==> src/sc1kd_pkg.sv <==
// sc1kd_pkg: shared types, scan code constants and lookup tables for the
// scan code set 1 key decoder. No dependencies.
`timescale 1ns / 1ps

package sc1kd_pkg;

    localparam int ROW_W   = 3;
    localparam int COL_W   = 5;
    localparam int ASCII_W = 7;

    // physical position of a key
    typedef struct packed {
        logic [ROW_W-1:0] row;
        logic [COL_W-1:0] col;
    } key_pos_t;

    localparam logic [7:0] PREFIX_BYTE     = 8'hE0;
    localparam logic [7:0] CTRL_MAKE       = 8'h1D;
    localparam logic [7:0] CTRL_BREAK      = 8'h9D;
    localparam logic [7:0] ALT_MAKE        = 8'h38;
    localparam logic [7:0] ALT_BREAK       = 8'hB8;
    localparam logic [7:0] LSHIFT_MAKE     = 8'h2A;
    localparam logic [7:0] RSHIFT_MAKE     = 8'h36;
    localparam logic [7:0] LSHIFT_BREAK    = 8'hAA;
    localparam logic [7:0] RSHIFT_BREAK    = 8'hB6;
    localparam logic [7:0] LSUPER_MAKE     = 8'h5B;
    localparam logic [7:0] RSUPER_MAKE     = 8'h5C;
    localparam logic [7:0] LSUPER_BREAK    = 8'hDB;
    localparam logic [7:0] RSUPER_BREAK    = 8'hDC;
    localparam logic [7:0] CAPS_MAKE       = 8'h3A;
    localparam logic [7:0] CAPS_BREAK      = 8'hBA;
    localparam logic [ASCII_W-1:0] CHAR_C  = 7'h63;

    localparam logic        LAYOUT_QWERTY = 1'b0;
    localparam logic        LAYOUT_DVORAK = 1'b1;
    localparam logic        LAYOUT_RESET  = LAYOUT_QWERTY;

    typedef logic [0:5][0:15][7:0] char_tab_t;

    localparam logic [0:15][7:0] ROW0 = {8'h00, 8'h1B, 112'h0};
    localparam logic [0:15][7:0] ROW5 = {" ", 120'h0};

    localparam char_tab_t QWERTY_PLAIN = {
        ROW0,
        {"`1234567890-=", 8'h08, 16'h0},
        {8'h09, "qwertyuiop[]\\", 8'h7F, 8'h00},
        {"asdfghjkl;'", 8'h0A, 32'h0},
        {"zxcvbnm,./", 48'h0},
        ROW5
    };
    localparam char_tab_t QWERTY_SHIFT = {
        ROW0,
        {"~!@#$%^&*()_+", 8'h08, 16'h0},
        {8'h09, "QWERTYUIOP{}|", 8'h7F, 8'h00},
        {"ASDFGHJKL:\"", 8'h0A, 32'h0},
        {"ZXCVBNM<>?", 48'h0},
        ROW5
    };
    localparam char_tab_t DVORAK_PLAIN = {
        ROW0,
        {"`1234567890[]", 8'h08, 16'h0},
        {8'h09, "',.pyfgcrl/=\\", 8'h7F, 8'h00},
        {"aoeuidhtns-", 8'h0A, 32'h0},
        {";qjkxbmwvz", 48'h0},
        ROW5
    };
    localparam char_tab_t DVORAK_SHIFT = {
        ROW0,
        {"~!@#$%^&*(){}", 8'h08, 16'h0},
        {8'h09, "\"<>PYFGCRL?+|", 8'h7F, 8'h00},
        {"AOEUIDHTNS_", 8'h0A, 32'h0},
        {":QJKXBMWVZ", 48'h0},
        ROW5
    };

    // code (prefix flag, byte) to physical position, zero for unmapped codes
    function automatic key_pos_t locate(input logic pfx, input logic [7:0] b);
        key_pos_t p;
        p = '0;
        case ({pfx, b})
            9'h001: p = '{3'd0, 5'd1};   9'h03B: p = '{3'd0, 5'd2};
            9'h03C: p = '{3'd0, 5'd3};   9'h03D: p = '{3'd0, 5'd4};
            9'h03E: p = '{3'd0, 5'd5};   9'h03F: p = '{3'd0, 5'd6};
            9'h040: p = '{3'd0, 5'd7};   9'h041: p = '{3'd0, 5'd8};
            9'h042: p = '{3'd0, 5'd9};   9'h043: p = '{3'd0, 5'd10};
            9'h044: p = '{3'd0, 5'd11};  9'h057: p = '{3'd0, 5'd12};
            9'h058: p = '{3'd0, 5'd13};
            9'h029: p = '{3'd1, 5'd0};   9'h002: p = '{3'd1, 5'd1};
            9'h003: p = '{3'd1, 5'd2};   9'h004: p = '{3'd1, 5'd3};
            9'h005: p = '{3'd1, 5'd4};   9'h006: p = '{3'd1, 5'd5};
            9'h007: p = '{3'd1, 5'd6};   9'h008: p = '{3'd1, 5'd7};
            9'h009: p = '{3'd1, 5'd8};   9'h00A: p = '{3'd1, 5'd9};
            9'h00B: p = '{3'd1, 5'd10};  9'h00C: p = '{3'd1, 5'd11};
            9'h00D: p = '{3'd1, 5'd12};  9'h00E: p = '{3'd1, 5'd13};
            9'h152: p = '{3'd1, 5'd14};  9'h147: p = '{3'd1, 5'd15};
            9'h149: p = '{3'd1, 5'd16};
            9'h00F: p = '{3'd2, 5'd0};   9'h010: p = '{3'd2, 5'd1};
            9'h011: p = '{3'd2, 5'd2};   9'h012: p = '{3'd2, 5'd3};
            9'h013: p = '{3'd2, 5'd4};   9'h014: p = '{3'd2, 5'd5};
            9'h015: p = '{3'd2, 5'd6};   9'h016: p = '{3'd2, 5'd7};
            9'h017: p = '{3'd2, 5'd8};   9'h018: p = '{3'd2, 5'd9};
            9'h019: p = '{3'd2, 5'd10};  9'h01A: p = '{3'd2, 5'd11};
            9'h01B: p = '{3'd2, 5'd12};  9'h02B: p = '{3'd2, 5'd13};
            9'h153: p = '{3'd2, 5'd14};  9'h14F: p = '{3'd2, 5'd15};
            9'h151: p = '{3'd2, 5'd16};
            9'h01E: p = '{3'd3, 5'd0};   9'h01F: p = '{3'd3, 5'd1};
            9'h020: p = '{3'd3, 5'd2};   9'h021: p = '{3'd3, 5'd3};
            9'h022: p = '{3'd3, 5'd4};   9'h023: p = '{3'd3, 5'd5};
            9'h024: p = '{3'd3, 5'd6};   9'h025: p = '{3'd3, 5'd7};
            9'h026: p = '{3'd3, 5'd8};   9'h027: p = '{3'd3, 5'd9};
            9'h028: p = '{3'd3, 5'd10};  9'h01C: p = '{3'd3, 5'd11};
            9'h02C: p = '{3'd4, 5'd0};   9'h02D: p = '{3'd4, 5'd1};
            9'h02E: p = '{3'd4, 5'd2};   9'h02F: p = '{3'd4, 5'd3};
            9'h030: p = '{3'd4, 5'd4};   9'h031: p = '{3'd4, 5'd5};
            9'h032: p = '{3'd4, 5'd6};   9'h033: p = '{3'd4, 5'd7};
            9'h034: p = '{3'd4, 5'd8};   9'h035: p = '{3'd4, 5'd9};
            9'h148: p = '{3'd4, 5'd10};
            9'h039: p = '{3'd5, 5'd0};   9'h14B: p = '{3'd5, 5'd1};
            9'h150: p = '{3'd5, 5'd2};   9'h14D: p = '{3'd5, 5'd3};
            default: p = '0;
        endcase
        return p;
    endfunction

    // ascii for a position; caps lock swaps letter case
    function automatic logic [ASCII_W-1:0] translate(input logic lay, input logic shift,
                                                     input logic caps, input key_pos_t p);
        logic [7:0] ch;
        ch = 8'h00;
        if (p.col[COL_W-1] == 1'b0 && p.row <= 3'd5) begin
            case ({lay, shift})
                2'b00:   ch = QWERTY_PLAIN[p.row][p.col[3:0]];
                2'b01:   ch = QWERTY_SHIFT[p.row][p.col[3:0]];
                2'b10:   ch = DVORAK_PLAIN[p.row][p.col[3:0]];
                default: ch = DVORAK_SHIFT[p.row][p.col[3:0]];
            endcase
        end
        if (caps) begin
            if (ch >= 8'h41 && ch <= 8'h5A) begin
                ch = ch + 8'd32;
            end else if (ch >= 8'h61 && ch <= 8'h7A) begin
                ch = ch - 8'd32;
            end
        end
        return ch[ASCII_W-1:0];
    endfunction

endpackage

==> src/scancode_set1_key_decoder.sv <==
// scancode_set1_key_decoder: scan code set 1 byte stream to key position,
// ascii and modifier flags. Depends on sc1kd_pkg.
`timescale 1ns / 1ps

// channel   direction  handshake            payload
// cfg       in         cfg_valid/cfg_ready  cfg_layout
// s         in         s_valid/s_ready      s_scan_byte
// m         out        m_valid/m_ready      m_row .. m_interrupt_request
//
// one byte per cycle unless s_ready is low: decode, position lookup and
// ascii table read sit between the input port and the result register
// a 0xE0 prefix byte is absorbed and gives no result request
// s_ready drops only while a result is held and m_ready is low
// synchronous active-low reset clears flags, prefix, layout and m_valid
// cfg_ready is always high

module scancode_set1_key_decoder (
    input  logic                          aclk,
    input  logic                          aresetn,
    input  logic                          cfg_valid,
    output logic                          cfg_ready,
    input  logic                          cfg_layout,
    input  logic                          s_valid,
    output logic                          s_ready,
    input  logic [7:0]                    s_scan_byte,
    output logic                          m_valid,
    input  logic                          m_ready,
    output logic [sc1kd_pkg::ROW_W-1:0]   m_row,
    output logic [sc1kd_pkg::COL_W-1:0]   m_col,
    output logic [sc1kd_pkg::ASCII_W-1:0] m_ascii,
    output logic                          m_key_pressed,
    output logic                          m_ctrl_down,
    output logic                          m_alt_down,
    output logic                          m_shift_down,
    output logic                          m_super_down,
    output logic                          m_caps_active,
    output logic                          m_interrupt_request
);

    // held state
    logic layout_reg;
    logic prefix_reg, prefix_next;
    logic ctrl_reg, ctrl_next;
    logic alt_reg, alt_next;
    logic shift_reg, shift_next;
    logic super_reg, super_next;
    logic caps_on_reg, caps_on_next;
    logic caps_down_reg, caps_down_next;

    // result register
    logic                          m_valid_reg, m_valid_next;
    logic [sc1kd_pkg::ROW_W-1:0]   row_reg;
    logic [sc1kd_pkg::COL_W-1:0]   col_reg;
    logic [sc1kd_pkg::ASCII_W-1:0] ascii_reg;
    logic                          pressed_reg;
    logic                          ctrl_out_reg, alt_out_reg, shift_out_reg;
    logic                          super_out_reg, caps_out_reg, irq_reg;

    logic                          accept;
    logic                          is_prefix;
    logic                          modifier;
    sc1kd_pkg::key_pos_t           pos;
    logic [sc1kd_pkg::ASCII_W-1:0] ch;

    assign cfg_ready = 1'b1;
    assign s_ready   = !m_valid_reg || m_ready;
    assign accept    = s_valid && s_ready;
    assign is_prefix = (s_scan_byte == sc1kd_pkg::PREFIX_BYTE);

    // modifier decode and flag update
    always_comb begin
        prefix_next    = prefix_reg;
        ctrl_next      = ctrl_reg;
        alt_next       = alt_reg;
        shift_next     = shift_reg;
        super_next     = super_reg;
        caps_on_next   = caps_on_reg;
        caps_down_next = caps_down_reg;
        modifier       = 1'b1;
        // ctrl and alt are the same with or without prefix
        if (s_scan_byte == sc1kd_pkg::CTRL_MAKE) begin
            ctrl_next = 1'b1;
        end else if (s_scan_byte == sc1kd_pkg::CTRL_BREAK) begin
            ctrl_next = 1'b0;
        end else if (s_scan_byte == sc1kd_pkg::ALT_MAKE) begin
            alt_next = 1'b1;
        end else if (s_scan_byte == sc1kd_pkg::ALT_BREAK) begin
            alt_next = 1'b0;
        end else if (!prefix_reg && (s_scan_byte == sc1kd_pkg::LSHIFT_MAKE ||
                                     s_scan_byte == sc1kd_pkg::RSHIFT_MAKE)) begin
            shift_next = 1'b1;
        end else if (!prefix_reg && (s_scan_byte == sc1kd_pkg::LSHIFT_BREAK ||
                                     s_scan_byte == sc1kd_pkg::RSHIFT_BREAK)) begin
            shift_next = 1'b0;
        end else if (prefix_reg && (s_scan_byte == sc1kd_pkg::LSUPER_MAKE ||
                                    s_scan_byte == sc1kd_pkg::RSUPER_MAKE)) begin
            super_next = 1'b1;
        end else if (prefix_reg && (s_scan_byte == sc1kd_pkg::LSUPER_BREAK ||
                                    s_scan_byte == sc1kd_pkg::RSUPER_BREAK)) begin
            super_next = 1'b0;
        end else if (!prefix_reg && s_scan_byte == sc1kd_pkg::CAPS_MAKE) begin
            // toggle once per press, auto-repeat ignored
            if (!caps_down_reg) begin
                caps_on_next = !caps_on_reg;
            end
            caps_down_next = 1'b1;
        end else if (!prefix_reg && s_scan_byte == sc1kd_pkg::CAPS_BREAK) begin
            caps_down_next = 1'b0;
        end else begin
            modifier = 1'b0;
        end
        // prefix byte only arms; any other byte consumes the prefix
        if (is_prefix) begin
            prefix_next    = 1'b1;
            ctrl_next      = ctrl_reg;
            alt_next       = alt_reg;
            shift_next     = shift_reg;
            super_next     = super_reg;
            caps_on_next   = caps_on_reg;
            caps_down_next = caps_down_reg;
        end else begin
            prefix_next = 1'b0;
        end
    end

    // position and character lookup
    always_comb begin
        pos = modifier ? '0 : sc1kd_pkg::locate(prefix_reg, s_scan_byte);
        ch  = sc1kd_pkg::translate(layout_reg, shift_next, caps_on_next, pos);
    end

    always_comb begin
        if (accept && !is_prefix) begin
            m_valid_next = 1'b1;
        end else if (m_ready) begin
            m_valid_next = 1'b0;
        end else begin
            m_valid_next = m_valid_reg;
        end
    end

    // control state
    always_ff @(posedge aclk) begin
        if (!aresetn) begin
            layout_reg    <= sc1kd_pkg::LAYOUT_RESET;
            prefix_reg    <= 1'b0;
            ctrl_reg      <= 1'b0;
            alt_reg       <= 1'b0;
            shift_reg     <= 1'b0;
            super_reg     <= 1'b0;
            caps_on_reg   <= 1'b0;
            caps_down_reg <= 1'b0;
            m_valid_reg   <= 1'b0;
        end else begin
            m_valid_reg <= m_valid_next;
            if (cfg_valid) begin
                layout_reg <= cfg_layout;
            end
            if (accept) begin
                prefix_reg    <= prefix_next;
                ctrl_reg      <= ctrl_next;
                alt_reg       <= alt_next;
                shift_reg     <= shift_next;
                super_reg     <= super_next;
                caps_on_reg   <= caps_on_next;
                caps_down_reg <= caps_down_next;
            end
        end
    end

    // result payload, loaded with each non-prefix request
    always_ff @(posedge aclk) begin
        if (accept && !is_prefix) begin
            row_reg       <= pos.row;
            col_reg       <= pos.col;
            ascii_reg     <= ch;
            pressed_reg   <= (pos != '0);
            ctrl_out_reg  <= ctrl_next;
            alt_out_reg   <= alt_next;
            shift_out_reg <= shift_next;
            super_out_reg <= super_next;
            caps_out_reg  <= caps_on_next;
            irq_reg       <= (ch == sc1kd_pkg::CHAR_C) && ctrl_next;
        end
    end

    assign m_valid             = m_valid_reg;
    assign m_row               = row_reg;
    assign m_col               = col_reg;
    assign m_ascii             = ascii_reg;
    assign m_key_pressed       = pressed_reg;
    assign m_ctrl_down         = ctrl_out_reg;
    assign m_alt_down          = alt_out_reg;
    assign m_shift_down        = shift_out_reg;
    assign m_super_down        = super_out_reg;
    assign m_caps_active       = caps_out_reg;
    assign m_interrupt_request = irq_reg;

endmodule
==> config.mk <==
export PLATFORM = sky130hd
export DESIGN_NAME = scancode_set1_key_decoder
export DESIGN_NICKNAME = d
export VERILOG_FILES = /design/src/sc1kd_pkg.sv /design/src/scancode_set1_key_decoder.sv
export SDC_FILE = /design/constraint.sdc
export NUM_CORES = 1
export LEC_CHECK = 0
export BUFFER_PORTS_ARGS = -buffer_cell sky130_fd_sc_hd__buf_4
export CAP_MARGIN = 30
export CELL_PAD_IN_SITES_DETAIL_PLACEMENT = 1
export CELL_PAD_IN_SITES_GLOBAL_PLACEMENT = 2
export CORE_ASPECT_RATIO = 0.75
export CORE_MARGIN = 3
export CORE_UTILIZATION = 26
export DETAILED_ROUTE_END_ITERATION = 16
export GPL_TIMING_DRIVEN = 0
export PLACE_DENSITY = 0.63
export SETUP_SLACK_MARGIN = 0.05
export SLEW_MARGIN = 20
export SYNTH_ARGS = -nofsm -noshare
export SYNTH_HDL_FRONTEND = slang
export SYNTH_SLANG_ARGS = --single-unit
export TNS_END_PERCENT = 1
==> constraint.sdc <==
create_clock -name aclk -period 8.6 [get_ports aclk]
set_input_delay 1.72 -clock aclk [delete_from_list [all_inputs] [get_ports aclk]]
set_output_delay 1.72 -clock aclk [all_outputs]
set_load 0.02 [all_outputs]
* After elaboration in Yosys (flattened, before gate mapping)
Memory sizes are Yosys's and may differ from the RTL's.
Index checks and enable logic that the tools add are counted.
** Cells by class
- Add/sub/neg operators :: 2
- $mul :: 0
- Divide/modulo/power cells :: 0
- Order comparisons :: 7
- Eq/ne operators :: 92
- Shift operators :: 0
- Multiplexer cells :: 77
- Bitwise logic cells :: 12
- Reduce and logical (&&, ||, !) cells :: 26
** Operator list (count)
- $mux 128 :: 8
- $pmux 8 s74 :: 1
- $eq 9x6->1 const B :: 27
- $eq 9x5->1 const B :: 15
- $bmux 8 s4 :: 4
- $eq 9x9->1 const B :: 10
- $mux 8 :: 10
- $eq 9x4->1 const B :: 8
- $eq 8x8->1 const B :: 8
- $eq 9x7->1 const B :: 7
- $mux 1 :: 50
- $eq 9x3->1 const B :: 4
- $eq 8x6->1 const B :: 4
- $pmux 8 s3 :: 1
- $mux 7 :: 3
- $eq 9x2->1 const B :: 2
- $eq 8x7->1 const B :: 2
- $ge 8x7->1 const B :: 2
- $le 8x7->1 const B :: 2
- $logic_and 1x1->1 :: 12
- $reduce_and 11->1 :: 1
- $not 1->1 :: 10
- $eq 9x1->1 const B :: 1
- $eq 8x5->1 const B :: 1
- other kinds (15) :: 23
** Word-level totals
- Register bits after elaboration :: 31
- Latch bits :: 0
- Bits in writable memories :: 0
- Memory bits (read-only) :: 4096
- Input port bits :: 14
- Memories kept :: 4
** Memory list
- (name not given) :: words 8, bits a word 128, read ports 1, clocked after Yosys merged registers in 0, wr ports 0, line sc1kd_pkg.sv:135 : default: ch = DVORAK_SHIFT[p.row][p.col[3:0]];
- (name not given) :: words 8, bits a word 128, read ports 1, clocked after Yosys merged registers in 0, wr ports 0, line sc1kd_pkg.sv:134 : 2'b10: ch = DVORAK_PLAIN[p.row][p.col[3:0]];
- (name not given) :: words 8, bits a word 128, read ports 1, clocked after Yosys merged registers in 0, wr ports 0, line sc1kd_pkg.sv:133 : 2'b01: ch = QWERTY_SHIFT[p.row][p.col[3:0]];
- (name not given) :: words 8, bits a word 128, read ports 1, clocked after Yosys merged registers in 0, wr ports 0, line sc1kd_pkg.sv:132 : 2'b00: ch = QWERTY_PLAIN[p.row][p.col[3:0]];

* Longest topological paths before layout
Gate-level depths: netlist of run 1.
- Depth after elaboration :: 29
- Gate-level depth with buffers :: 26
- Mapped depth without buffers :: 24

* Worst setup path before layout of run 1
OpenSTA, ideal clock, no wires.
- Path type :: in2reg
- From :: input s_scan_byte[5]
- To :: register irq_reg (netlist: m_interrupt_request) (data pin)
- Arrival time :: 5.950 ns
- Data required time :: 8.442 ns
- Path slack :: 2.492 ns
- Cell stages on the path :: 24
- Path through :: buf_2 nand3b_2 nor4_1 a21oi_2 and4_1 buf_2 inv_1 ha_1 inv_1 a31oi_1 nand3_1 nor2_1 o21ai_1 a21oi_1 nor2_1 o311a_1 nand3_1 a31oi_1 nor2_1 ha_1 a41o_1 o31ai_2 a311o_1 a211oi_2
** RTL lines
- start, declared :: line scancode_set1_key_decoder.sv:25 : input logic [7:0] s_scan_byte,
- end signal, assigned :: line scancode_set1_key_decoder.sv:183 : irq_reg <= (ch == sc1kd_pkg::CHAR_C) && ctrl_next;
- end, declared :: line scancode_set1_key_decoder.sv:57 : logic super_out_reg, caps_out_reg, irq_reg;

==> results.txt, run 1 <==
After clock tree synthesis, the clock-pin slew on the worst setup and hold paths is 0.05 ns. 0 antenna diodes ended up in the layout. After synthesis, the largest area contributor takes up 11.4% of total cell area. In this run the worst setup path begins at s_scan_byte[5]. Combinational logic burns 58.1% of the power.

After floorplanning, the core was sized to cover 21500 µm². The synthesized area per cell is 7.30 µm². The run gives 2.43 nW as the leakage power of the design. After layout, the worst path uses 96.8% of the clock period. In the synthesized netlist the dominant register cell turns out to be sky130_fd_sc_hd__edfxtp_1. The transition time at the pin with the least slew margin is 0.958 ns, and the largest net degree at the start of global routing is 24.

Capture point of the worst reg-to-reg path: m_interrupt_request$_DFFE_PP_. The detailed router placed 7638 vias in this run. Number of setup violations in the final report: 0.

The number of antenna violations at the first check in global routing came out at 0. In the final layout, the share of cells above drive strength 1 is 20.5%. In the final design database the tool counted 863 nets. After clock tree synthesis, the repair step resized 0 gates.

Global routing consumed, over all layers together, 29.5% of the routing resources. Using the TritonRoute via totals, the vias-per-cell ratio works out to 6.77. The die footprint is 24100 µm², and the wire length of the first global-routing pass is 52.5 mm. The synthesized design spends more area on one cell type than any other, namely sky130_fd_sc_hd__edfxtp_1.

The number of levels in the clock H-tree was 2. The required time of the critical path came out at 8.60 ns. When the netlist entered floorplanning its net count stood at 817. For the worst-skew pair, the clock arrives at the later sink with an insertion delay of 0.27 ns.

Synthesis handed over a netlist of 793 instances. Counting the buffers created by CTS gives 5. The headroom to the max-slew limit is 35.8%, and the synthesis-stage register bit count is 31. The register with the most flip-flops in the layout has 7 of them. The number of cells on the worst reg-to-reg path was 23.

The setup TNS after final layout was 0 ns. By area the synthesized netlist is led by sky130_fd_sc_hd__edfxtp_1, sky130_fd_sc_hd__a21oi_1, sky130_fd_sc_hd__o21ai_0, sky130_fd_sc_hd__nand2_1, sky130_fd_sc_hd__nand3_1. For the internal portion of total power, the log shows 419 µW. The worst hold path begins at caps_on_reg$_SDFFE_PN0P_. The logs give 21.8% for the share of power burned in registers and 106 for the distinct cell type count of the synthesized netlist. The largest buffer count on any clock path was 2; the clock share of power was 20.1%. Port buffering added 36 buffers. Chip height: 135 µm. The tools report the worst min-delay path endpoint as caps_on_reg$_SDFFE_PN0P_.

The average detailed-routed wire length per instance works out to 32.5 µm. Based on the critical path, the design can be clocked at up to 0.120 GHz. Setup repair after global routing left no endpoint under its margin.

The switching power summed over all nets was 394 µW. Routability-driven placement finished with a final weighted congestion of 1.02. VDD sags by at most 0.0802 mV. For flop-to-flop paths, the worst setup slack is 1.55 ns. STA puts the critical path data arrival time at 8.33 ns.

The flow ran to the end, and the final reports show no timing, DRC or antenna violations. The logs give 0.00501 ns for the final worst clock skew and 0 for the post-CTS setup repair buffer count. Fill cells in the final layout number 2674. The cell depth of the worst hold path is 2, and the biggest fanout along the worst timing path is 10. In this run switching power makes up 48.5% of total power. The tools report the clock root buffer as sky130_fd_sc_hd__clkbuf_16. Effective utilization at floorplan: 26.9%. The category of the critical setup timing path was input port to flip-flop.

The total of hold buffers inserted after clock tree synthesis is 0. TritonCTS built the clock tree. Relative to the synthesized area, the layout overhead comes to 13.8%. The worst slack after detailed placement is 0.183 ns, and the post-route worst setup slack is 0.271 ns. After synthesis, flip-flops and latches occupy 14.5% of the total area.

The final period demand of the worst path works out to 8.33 ns. In this run, the number of DRC markers left after iteration 0 of detailed routing was 1234. The hold violation total from the final report is 0, and the die outline width is 178 µm.

Yosys mapped a number of flops with a built-in enable equal to 22. Type of the most critical hold path: flip-flop to flip-flop. The tools report the critical path capture point type as a flip-flop. The Yosys step of the flow raised 0 warnings.

The number of clock sinks came out at 31. The number of global-route vias before repair came out at 7331. The remaining global-route overflow is 0, and the mapped cell area is 5790 µm².

The initialized floorplan defines 46 standard-cell rows. The startpoint kind of the worst setup timing path is an input port. The total count of max-transition violations in the final report was 0; the power per standard cell area was 123 nW/µm². The tools report the number of routed nets with antenna violations as 0.

Summed over all nets, the half-perimeter wirelength after detailed placement is 28.6 mm. After detailed routing, the total wire length is 36.7 mm. Counting flops with an async set or reset pin after synthesis yields a share of 0%. In this run the critical register-to-register path is launched from prefix_reg$_SDFFE_PN0P_. For this run, design rule violations remaining after detail routing come to 0.

The tools report the I/O pin total as 39. The detailed-router iteration count before antenna repair was 5. For the number of violations of the max-capacitance limit, the log shows 0.
[worst max-delay path by stage]
stage | endpoint | cells after the start
after floorplan | m_interrupt_request$_DFFE_PP_ | 24
after global placement | m_interrupt_request$_DFFE_PP_ | 24
after detailed placement | m_interrupt_request$_DFFE_PP_ | 23
after CTS | m_interrupt_request$_DFFE_PP_ | 23
after global routing | m_interrupt_request$_DFFE_PP_ | 24
final | m_interrupt_request$_DFFE_PP_ | 23
[routing by layer]
metal / up-vias / GRT usage [%] / share of wire, %
met1: 3805 / 44.5 / 46
met4: 0 / 5.75 / 2.1
met3: 71 / 9.97 / 14
met5: - / 0 / 0
li1: 3185 / - / -
met2: 577 / 40.4 / 38
[worst max-delay path, cell delays in order]
cell and delay [ns]:
sky130_fd_sc_hd__buf_4 0.12, sky130_fd_sc_hd__buf_2 0.20, sky130_fd_sc_hd__nand3b_2 0.37, sky130_fd_sc_hd__nor4_1 0.57
sky130_fd_sc_hd__a21oi_2 0.09, sky130_fd_sc_hd__and4_1 0.23, sky130_fd_sc_hd__buf_2 0.22, sky130_fd_sc_hd__inv_1 0.39
sky130_fd_sc_hd__ha_1 0.33, sky130_fd_sc_hd__inv_1 0.08, sky130_fd_sc_hd__a31oi_1 0.17, sky130_fd_sc_hd__and3_1 0.22
sky130_fd_sc_hd__nand2_1 0.32, sky130_fd_sc_hd__nor3_2 0.85, sky130_fd_sc_hd__a2111oi_0 0.18, sky130_fd_sc_hd__a2111oi_0 0.47
sky130_fd_sc_hd__a211o_1 0.29, sky130_fd_sc_hd__o31ai_2 0.12, sky130_fd_sc_hd__nor3_1 0.53, sky130_fd_sc_hd__nand3_1 0.16
sky130_fd_sc_hd__o31ai_2 0.38, sky130_fd_sc_hd__a311o_1 0.24, sky130_fd_sc_hd__a211oi_2 0.05
[stage by stage]
stage	hold WS (ns)	cell area [µm²]	std cells	power (mW)	util (%)
floorplan	0.465	5790	793	0.451	-
global placement	0.477	6420	1117	0.633	29.8
detailed placement	0.506	6450	1120	0.627	30.0
CTS	0.525	6590	1128	0.793	30.6
global route	0.547	6590	1128	0.841	30.6
finish	0.523	6590	1128	0.813	30.6
[power groups by stage]
stage                     Clock, mW  Sequential [mW]  Combinational (mW)
after floorplan                   0            0.192               0.259
after global placement            0            0.180               0.453
after detailed placement          0            0.181               0.446
after CTS                     0.167            0.178               0.448
after global routing          0.174            0.179               0.488
final                         0.163            0.178               0.472
[kinds of logic after synthesis]
kind of cell	count (synthesis)	synth area share [%]
AND/OR/NAND/NOR	332	32.8
AO/OA/AOI/OAI	305	38.2
buffers and inverters	103	10.4
flip-flops	31	14.5
multiplexers	7	1.21
other	1	0.0648
adder cells (fa/ha/maj)	10	2.16
XOR/XNOR	4	0.606
[synth_stat cells (14+ instances only)]
cell,count
sky130_fd_sc_hd__nand2_1,65
sky130_fd_sc_hd__nor2_1,58
sky130_fd_sc_hd__a21oi_1,57
sky130_fd_sc_hd__o21ai_0,52
sky130_fd_sc_hd__nand3_1,45
sky130_fd_sc_hd__buf_2,31
sky130_fd_sc_hd__nor3_1,26
sky130_fd_sc_hd__a31oi_1,22
sky130_fd_sc_hd__edfxtp_1,22
sky130_fd_sc_hd__inv_1,20
sky130_fd_sc_hd__buf_4,19
sky130_fd_sc_hd__o211ai_1,19
sky130_fd_sc_hd__nor2b_1,17
sky130_fd_sc_hd__nand4_1,15
sky130_fd_sc_hd__and3_1,14
sky130_fd_sc_hd__buf_6,14
[layout make-up]
cell class              instances  area, µm²  area share (%)
clock inverters                 1       5.00          0.0760
inverters                      26       97.6            1.48
flip-flops and latches         31        841            12.8
clock buffers                   7        133            2.01
well taps                     288        360            5.47
repair buffers                 39        292            4.43
multi-input cells             659       4350            66.1
plain buffers                  77        507            7.70
[placed cells by master (no fill, tap or decap), drive strengths merged, types with 9 or more instances in the layout]
master / synthesis / final
a31oi: 22 / 22
dfxtp: 9 / 9
nor4: 10 / 10
and2: 12 / 12
o311ai: 11 / 11
and3: 14 / 14
nor3: 33 / 33
clkbuf: 12 / 19
o211ai: 21 / 21
nor2: 63 / 63
nand4: 16 / 16
o31ai: 12 / 12
inv: 25 / 25
nand3: 48 / 48
edfxtp: 22 / 22
a21oi: 59 / 59
buf: 65 / 104
ha: 10 / 10
a211oi: 11 / 11
nand2: 66 / 66
nand2b: 9 / 9
o21ai: 57 / 57
nor2b: 17 / 17
(Power assumes the default switching activity.)
==> inputs of run 2 (changes only) <==
--- a/config.mk
+++ b/config.mk
@@ -14,7 +14,7 @@
 export CORE_UTILIZATION = 26
 export DETAILED_ROUTE_END_ITERATION = 16
 export GPL_TIMING_DRIVEN = 0
-export PLACE_DENSITY = 0.63
+export PLACE_DENSITY = 0.65
 export SETUP_SLACK_MARGIN = 0.05
 export SLEW_MARGIN = 20
 export SYNTH_ARGS = -nofsm -noshare
==> constraint.sdc (replaced) <==
create_clock -name aclk -period 6.75 [get_ports aclk]
set_input_delay 1.35 -clock aclk [delete_from_list [all_inputs] [get_ports aclk]]
set_output_delay 1.35 -clock aclk [all_outputs]
set_load 0.02 [all_outputs]
==> run 2 against run 1 <==
Count of clock-buffer cells in the layout is 1 lower. Utilization is 1.5 points higher. Clock skew hardly changed. Global-route usage is 0.42 points lower. Critical endpoint unchanged. Highest routed layer is now met5.
==> results.txt, run 2 (synthesis gave the netlist of run 1 again) <==
The detail-routed via count per cell was 6.70 (-1.1%). The run gives 28.0 mm (-2.3%) as the final HPWL from detailed placement. The number of cells on the worst reg-to-reg path works out to 19 (-17%). For the largest net degree at the start of global routing, the log shows 24 (unchanged). The global placer's final weighted congestion is 1.00 (-1.6%), and the final worst clock skew is 0.00516 ns (+0.000142 ns). The longest individual stage delay on the worst path is 0.56 ns (-0.29 ns).

The relative area change from synthesis to final layout came out at 19.3%. For the die footprint, the log shows 24100 µm² (unchanged). Critical path capture point type: a flip-flop. The average detailed-routed wire length per instance is 32.0 µm (-1.6%), and the row count is 46 (unchanged).

The startpoint identified for the worst hold timing path is caps_down_reg$_SDFFE_PN0P_. The hold violation total from the final report is 0 (unchanged). The run finished with clean final reports. The leakage power of the design is 2.52 nW (+3.7%), and the required time of the critical path is 6.87 ns (-1.73 ns). The die outline width was 178 µm (unchanged).

The number of global-route vias before repair was 7356 (+0.34%). Number of violations of the max-capacitance limit: 0 (unchanged). The flip-flop count of the largest register, all copies and words added was 7 (unchanged).

The run gives 16.8 mm (about the same) as the met1 routed wirelength after detailed routing. For the sum of internal, switching and leakage power, the log shows 1.07 mW (+31%). The kind of cell with the highest combined delay along the critical path is compound AO/OA/AOI/OAI gates. The number of clock sinks came out at 31 (unchanged). The transition time at the pin with the least slew margin came out at 0.872 ns (-0.0861 ns). The worst hold path terminates at caps_down_reg$_SDFFE_PN0P_. The run gives 4.72 mm (-5.9%) as the routed length on met3. The power per standard cell area works out to 155 nW/µm² (+25%). The root buffer cell chosen for the clock tree is sky130_fd_sc_hd__clkbuf_16. The logs give 51.6 mm (-1.6%) for the wire length of the first global-routing pass and 0 (unchanged) for the count of unresolved DRC violations after routing.

Master of the slowest instance on the critical path: sky130_fd_sc_hd__a32oi_1. The data arrival time of the worst path was 6.75 ns (-1.58 ns); the number of antenna violations at the first check in global routing was 2 (+2). For the amount of wire on met2 after detailed routing, the log shows 14.1 mm (-0.29%). The capture point of the worst reg-to-reg path was m_interrupt_request$_DFFE_PP_. The run gives 0 ns (unchanged) as the setup TNS after final layout.

The library cell used most frequently in the layout, excluding fill and tap cells, is sky130_fd_sc_hd__buf_4. The worst-skew pair later-pin latency was 0.28 ns (about the same); the clock transition at the registers of the reported paths was 0.05 ns (about the same). The tools report the layout net count as 873 (+1.2%). In the finished design, the share of the clock period the worst path needs comes to 98.2%. The worst setup path is launched from an input port. The maximum vdd ir drop is 0.0770 mV (-4.0%), and the number of routed nets with antenna violations is 0 (unchanged). TritonCTS built the clock tree.

The number of setup violations in the final report was 0 (unchanged); the aggregate global-route resource usage was 29.1% (-0.42 points). The tools report the effective utilization at floorplan as 26.9% (unchanged). The number of input and output port buffers inserted works out to 36 (unchanged). The tools report the largest buffer count on any clock path as 2 (unchanged). The buffers plus inverters on the worst setup path was 3 (-2); the headroom to the max-slew limit was 41.0% (+5.3 points).

The starting DRC count in detailed routing was 880 (-29%). The filler cell count was 2664 (-0.37%); the register-to-register setup slack was 1.03 ns (-0.52 ns). Total count of max-transition violations in the final report: 0 (unchanged). The tools report the detailed-router iteration count before antenna repair as 5 (unchanged). The I/O pin total came out at 39 (unchanged). The tools report the total routed wirelength as 36.4 mm (-0.73%). Based on the critical path, the design can be clocked at up to 0.151 GHz. The run gives 0 (unchanged) as the remaining global-route overflow.

The signal on the critical path passes through buf_4 > buf_2 > nand2b_2 > a2111o_1 > buf_4 > nand3_4 > nor3_1 > and2_2 > ha_2 > nand4_1 > nor2_4 > o21ai_0 > a32oi_1 > o2bb2ai_1 > a22oi_2 > o31ai_4 > nor3_2 > a41o_1 > o31ai_4 > a311o_1 > a211oi_2. The beginning of the worst register-to-register path is prefix_reg$_SDFFE_PN0P_. The tools report the total inserted antenna cells as 0 (unchanged). The worst hold path belongs to the class flip-flop to flip-flop.

The biggest fanout along the worst timing path came out at 10 (unchanged). The total of hold buffers inserted after clock tree synthesis came out at 0 (unchanged). Setup repair after global routing left no endpoint under its margin. For the number of levels in the clock H-tree, the log shows 2 (unchanged).

Leaving out fill and tap cells, the most frequent cells in the layout are sky130_fd_sc_hd__buf_4, sky130_fd_sc_hd__nand2_1, sky130_fd_sc_hd__a21oi_1. Share of layout cells above drive strength 1: 25.6% (+5.2 points). In this run the top signal layer used is met5. The final period demand of the worst path is 6.63 ns, and the number of vias in the routed layout is 7622 (-0.21%). Number of clock buffers inserted by TritonCTS: 5 (unchanged).

The setup path with the least slack is of type input port to flip-flop. The cell depth of the worst hold path works out to 1 (-1). The core region area was 21500 µm² (unchanged); the chip height was 135 µm (unchanged).
-- run 2: cell types whose count changed in the layout (fill, tap and decap cells not counted), sizes merged --
cell      delta
clkinvlp     +1
buf          +9
-- run 2: worst max-delay path by stage --
stage	startpoint	end	cells past startpoint
detailed placement	s_scan_byte[6]	m_interrupt_request$_DFFE_PP_	26
global route	s_scan_byte[1]	m_interrupt_request$_DFFE_PP_	21
finish	s_scan_byte[1]	m_interrupt_request$_DFFE_PP_	21
floorplan	s_scan_byte[5]	m_interrupt_request$_DFFE_PP_	24
global placement	s_scan_byte[6]	m_interrupt_request$_DFFE_PP_	24
CTS	s_scan_byte[3]	m_interrupt_request$_DFFE_PP_	23
-- run 2: where the power goes --
| group | internal [mW] | total, mW | switching, mW |
|---|---|---|---|
| clock network | 0.136 | 0.215 | 0.0795 |
| logic | 0.194 | 0.627 | 0.433 |
| registers | 0.221 | 0.226 | 0.00432 |
| total | 0.551 | 1.07 | 0.517 |
-- run 2: per-stage QoR --
step                      std cells  hold WS (ns)  instance area, µm²  setup WS (ns)  util [%]
final                          1138         0.513                6900          0.123      32.1
after global routing           1138         0.541                6900        0.00109      32.1
after CTS                      1133         0.523                6730         0.0609      31.2
after detailed placement       1117         0.510                6430          -1.41      29.9
after global placement         1117         0.477                6420          -1.58      29.8
after floorplan                 793         0.465                5790           1.01         -
-- run 2: worst reg2reg max path: cells and delay by family (launching register included) --
family / cells / cell delay, ns
AOI/OAI and AO/OA: 10 / 2.43
DFF: 1 / 0.30
buffers and inverters: 2 / 0.41
and+or+nand+nor: 6 / 1.92
adders and majority gates: 1 / 0.49
-- run 2: cell type report --
type,instances,area (µm²),share of cell area [%]
inverters,26,101,1.47
clock inverters,2,11.3,0.163
well taps,288,360,5.22
plain buffers,76,512,7.41
multi-input cells,659,4580,66.3
clock buffers,6,129,1.87
repair buffers,50,373,5.40
flip-flops and latches,31,841,12.2
-- run 2: layer usage --
metal | track usage [%] | vias up
li1 | - | 3217
met1 | 44.2 | 3833
met2 | 38.7 | 504
met3 | 9.64 | 64
met4 | 7.57 | 4
met5 | 0 | -
-- run 2: repair_timing --
item / in CTS / in global routing
resized for setup: 24 / 33
setup endpoints to repair: 4 / 3
pin swaps: 4 / 9
setup buffers: 8 / 5
==> inputs of run 3 (changes only) <==
--- a/config.mk
+++ b/config.mk
@@ -15,7 +15,7 @@
 export DETAILED_ROUTE_END_ITERATION = 16
 export GPL_TIMING_DRIVEN = 0
 export PLACE_DENSITY = 0.65
-export SETUP_SLACK_MARGIN = 0.05
+export SETUP_SLACK_MARGIN = 0.2
 export SLEW_MARGIN = 20
 export SYNTH_ARGS = -nofsm -noshare
 export SYNTH_HDL_FRONTEND = slang
==> run 3 against run 2 <==
Worst setup slack gained 0.14 ns. Wire length grew 0.73%. Register-to-register slack gained 0.11 ns. Worst hold slack is essentially flat. Via count grew 1.3%. Fmax grew 2.1%. Sequential share of layout area shrank 0.17 points. Clock power is essentially flat. Die area is the same.
==> results.txt, run 3 (synthesis gave the netlist of run 1 again) <==
The final HPWL from detailed placement came out at 28.0 mm (unchanged). The number of routed nets with antenna violations was 0 (unchanged); the number of global-route vias before repair was 7379 (+0.31%). For the headroom to the max-slew limit, the log shows 40.2% (-0.80 points). The worst hold path begins at caps_down_reg$_SDFFE_PN0P_.

The die outline width was 178 µm (unchanged). The filler cell count is 2658 (-0.23%), and the count of unresolved DRC violations after routing is 0 (unchanged). The aggregate global-route resource usage is 29.3% (+0.14 points). Layout net count: 875 (+0.23%). The wire length of the first global-routing pass was 51.9 mm (+0.47%). Relative to the synthesized area, the layout overhead comes to 21.0%.

The detail-routed via count per cell was 6.76 (+0.88%). The endpoint identified for the worst register-to-register timing path is m_interrupt_request$_DFFE_PP_. The share of power burned in registers came out at 20.9% (-0.2 points). The run finished with clean final reports. The logs give 6.87 ns (about the same) for the required time of the critical path and -1.41 ns (unchanged) for the worst slack after detailed placement. STA classifies the critical path startpoint as an input port. The total count of max-transition violations in the final report was 0 (unchanged).

The internal portion of total power was 556 µW (+0.95%); the average detailed-routed wire length per instance was 32.1 µm (+0.29%). The tools report the register-to-register setup slack as 1.14 ns (+0.11 ns). The longest individual stage delay on the worst path is 0.46 ns (-0.10 ns), and the data arrival time of the worst path is 6.61 ns (-0.14 ns).

The tools report the number of clock sinks as 31 (unchanged). The cell that appears most often on the critical path is sky130_fd_sc_hd__buf_4. The number of vias in the routed layout was 7723 (+1.3%); the effective utilization at floorplan was 26.9% (unchanged).

The post-place instance area is 6430 µm² (unchanged). Traced cell by cell, the critical path runs through buf_4 > clkbuf_4 > nand2b_2 > a2111o_1 > buf_4 > nand3_4 > nor3_1 > and2_4 > inv_2 > ha_1 > inv_1 > a31oi_2 > nand3_1 > nor2_4 > nand3_2 > a311oi_1 > o41ai_2 > a21oi_1 > nor4_4 > nor3_2 > a41o_1 > o31ai_4 > a311o_1 > a211oi_2. The number of input and output port buffers inserted was 36 (unchanged); the number of violations of the max-capacitance limit was 0 (unchanged). The remaining global-route overflow is 0 (unchanged).

The flip-flop count of the largest register, all copies and words added came out at 7 (unchanged). The path with the worst hold slack has its endpoint at caps_down_reg$_SDFFE_PN0P_. Setup repair after global routing left no endpoint under its margin.

The leakage power of the design is 2.54 nW (+0.60%). The row count was 46 (unchanged). The largest buffer count on any clock path was 2 (unchanged); the switching power summed over all nets was 522 µW (+1.0%). The largest net degree at the start of global routing came out at 24 (unchanged).

Leaving out fill and tap cells, the most frequent cell in the layout is sky130_fd_sc_hd__buf_4. Clock share of power: 20.0% (-0.2 points). The final period demand of the worst path was 6.49 ns (-0.138 ns); the number of cells on the worst reg-to-reg path was 22 (+3). TritonCTS built the clock tree. For the I/O pin total, the log shows 39 (unchanged). The share of layout cells above drive strength 1 came out at 27.2% (+1.6 points).

The maximum vdd ir drop came out at 0.0765 mV (-0.62%). The post-route worst setup slack was 0.261 ns (+0.138 ns). The hold violation total from the final report was 0 (unchanged); the power per standard cell area was 154 nW/µm² (-0.40%). The category of the critical setup timing path is input port to flip-flop. The tools report the number of setup violations in the final report as 0 (unchanged). The cell depth of the worst hold path was 1 (unchanged); the number of levels in the clock H-tree was 2 (unchanged).

The detailed-router iteration count before antenna repair came out at 6 (+1). The core occupancy in the finished layout was 32.5% (+0.45 points); the global placer's final weighted congestion was 1.00 (unchanged). Chip height: 135 µm (unchanged). The transition time at the pin with the least slew margin works out to 0.884 ns (+0.0118 ns). The die footprint is 24100 µm² (unchanged), and the number of antenna violations at the first check in global routing is 2 (unchanged). Clock root buffer: sky130_fd_sc_hd__clkbuf_16. The post-layout instance area came out at 7000 µm² (+1.4%).

Switching power as a share of total power: 48.4% (about the same). The tools report the final worst clock skew as 0.00489 ns (-0.000261 ns). The logs give 0 ns (unchanged) for the setup TNS after final layout and 21500 µm² (unchanged) for the core region area. For the number of clock buffers inserted by TritonCTS, the log shows 5 (unchanged). The beginning of the worst register-to-register path is prefix_reg$_SDFFE_PN0P_.

In the layout the commonest cells are sky130_fd_sc_hd__buf_4, sky130_fd_sc_hd__nand2_1, sky130_fd_sc_hd__a21oi_1. The path class of the tightest hold or removal check is flip-flop to flip-flop. The tools report the worst-skew pair later-pin latency as 0.28 ns (about the same). The critical path capture point type was a flip-flop. The starting DRC count in detailed routing is 928 (+5.5%).

The tools report the fmax as 0.154 GHz (+2.1%). The part of the cycle the worst path needs works out to 96.1% (-2.0 points). The tools report the total routed wirelength as 36.7 mm (+0.73%). The biggest fanout along the worst timing path works out to 10 (unchanged). The share of power burned in combinational logic was 59.1% (+0.4 points).

On the critical path, the stage with the largest delay is an instance of sky130_fd_sc_hd__a2111o_1. The clock transition at the registers of the reported paths is 0.05 ns (about the same).
[run 3: changes by cell type in the layout (fill, tap and decap cells not counted), sizes merged]
cell	previous run	this run
diode	0	3
buf	113	115
[run 3: per-layer routing]
metal,up-vias,wire length [µm],share of wire [%],track usage [%]
met5,-,30,0.082,0
met4,4,933,2.5,7.35
met3,84,4870,13,9.24
met2,562,14100,38,39.1
met1,3849,16700,46,44.6
li1,3224,-,-,-
[run 3: stage by stage]
stage / std cells / power, mW / hold slack, ns
floorplan: 793 / 0.575 / 0.465
global placement: 1117 / 0.792 / 0.477
detailed placement: 1117 / 0.787 / 0.510
CTS: 1134 / 1.03 / 0.523
global route: 1140 / 1.11 / 0.541
finish: 1143 / 1.08 / 0.513
[run 3: timing repair]
action	CTS	global route
setup buffers	9	5
hold buffers	0	0
hold endpoints to repair	0	0
setup endpoints to repair	6	3
pin swaps	6	10
gates resized for setup	34	42
[run 3: area by class of cell]
| type | count | area (µm²) | share of cell area (%) |
|---|---|---|---|
| multi-input combinational | 659 | 4650 | 66.4 |
| sequential | 31 | 841 | 12.0 |
| buffer | 77 | 519 | 7.42 |
| timing repair buffer | 51 | 380 | 5.43 |
| tap | 288 | 360 | 5.15 |
| clock buffer | 6 | 129 | 1.84 |
| inverter | 26 | 101 | 1.45 |
| clock inverter | 2 | 11.3 | 0.161 |
| antenna | 3 | 7.51 | 0.107 |
[run 3: worst max-delay path, delay by kind of cell]
kind | cells | cell delay [ns]
AOI/OAI and AO/OA | 9 | 2.46
adders and majority gates | 1 | 0.23
buffers and inverters | 5 | 0.68
and+or+nand+nor | 9 | 1.86
[run 3: power groups by stage]
stage	Sequential (mW)	Clock, mW	Combinational, mW
finish	0.226	0.216	0.637
global route	0.227	0.226	0.656
CTS	0.226	0.217	0.583
detailed placement	0.230	0	0.557
global placement	0.229	0	0.563
floorplan	0.245	0	0.330
[run 3: worst max-delay path by stage]
stage                    from                       endpoint  slack, ns  cells after the start
2_1_floorplan  s_scan_byte[5]  m_interrupt_request$_DFFE_PP_       1.01                     24
3_3_place_gp   s_scan_byte[6]  m_interrupt_request$_DFFE_PP_      -1.58                     24
3_5_place_dp   s_scan_byte[6]  m_interrupt_request$_DFFE_PP_      -1.41                     26
4_1_cts        s_scan_byte[1]  m_interrupt_request$_DFFE_PP_       0.20                     26
5_1_grt        s_scan_byte[1]  m_interrupt_request$_DFFE_PP_       0.13                     26
6_report       s_scan_byte[1]  m_interrupt_request$_DFFE_PP_       0.26                     24
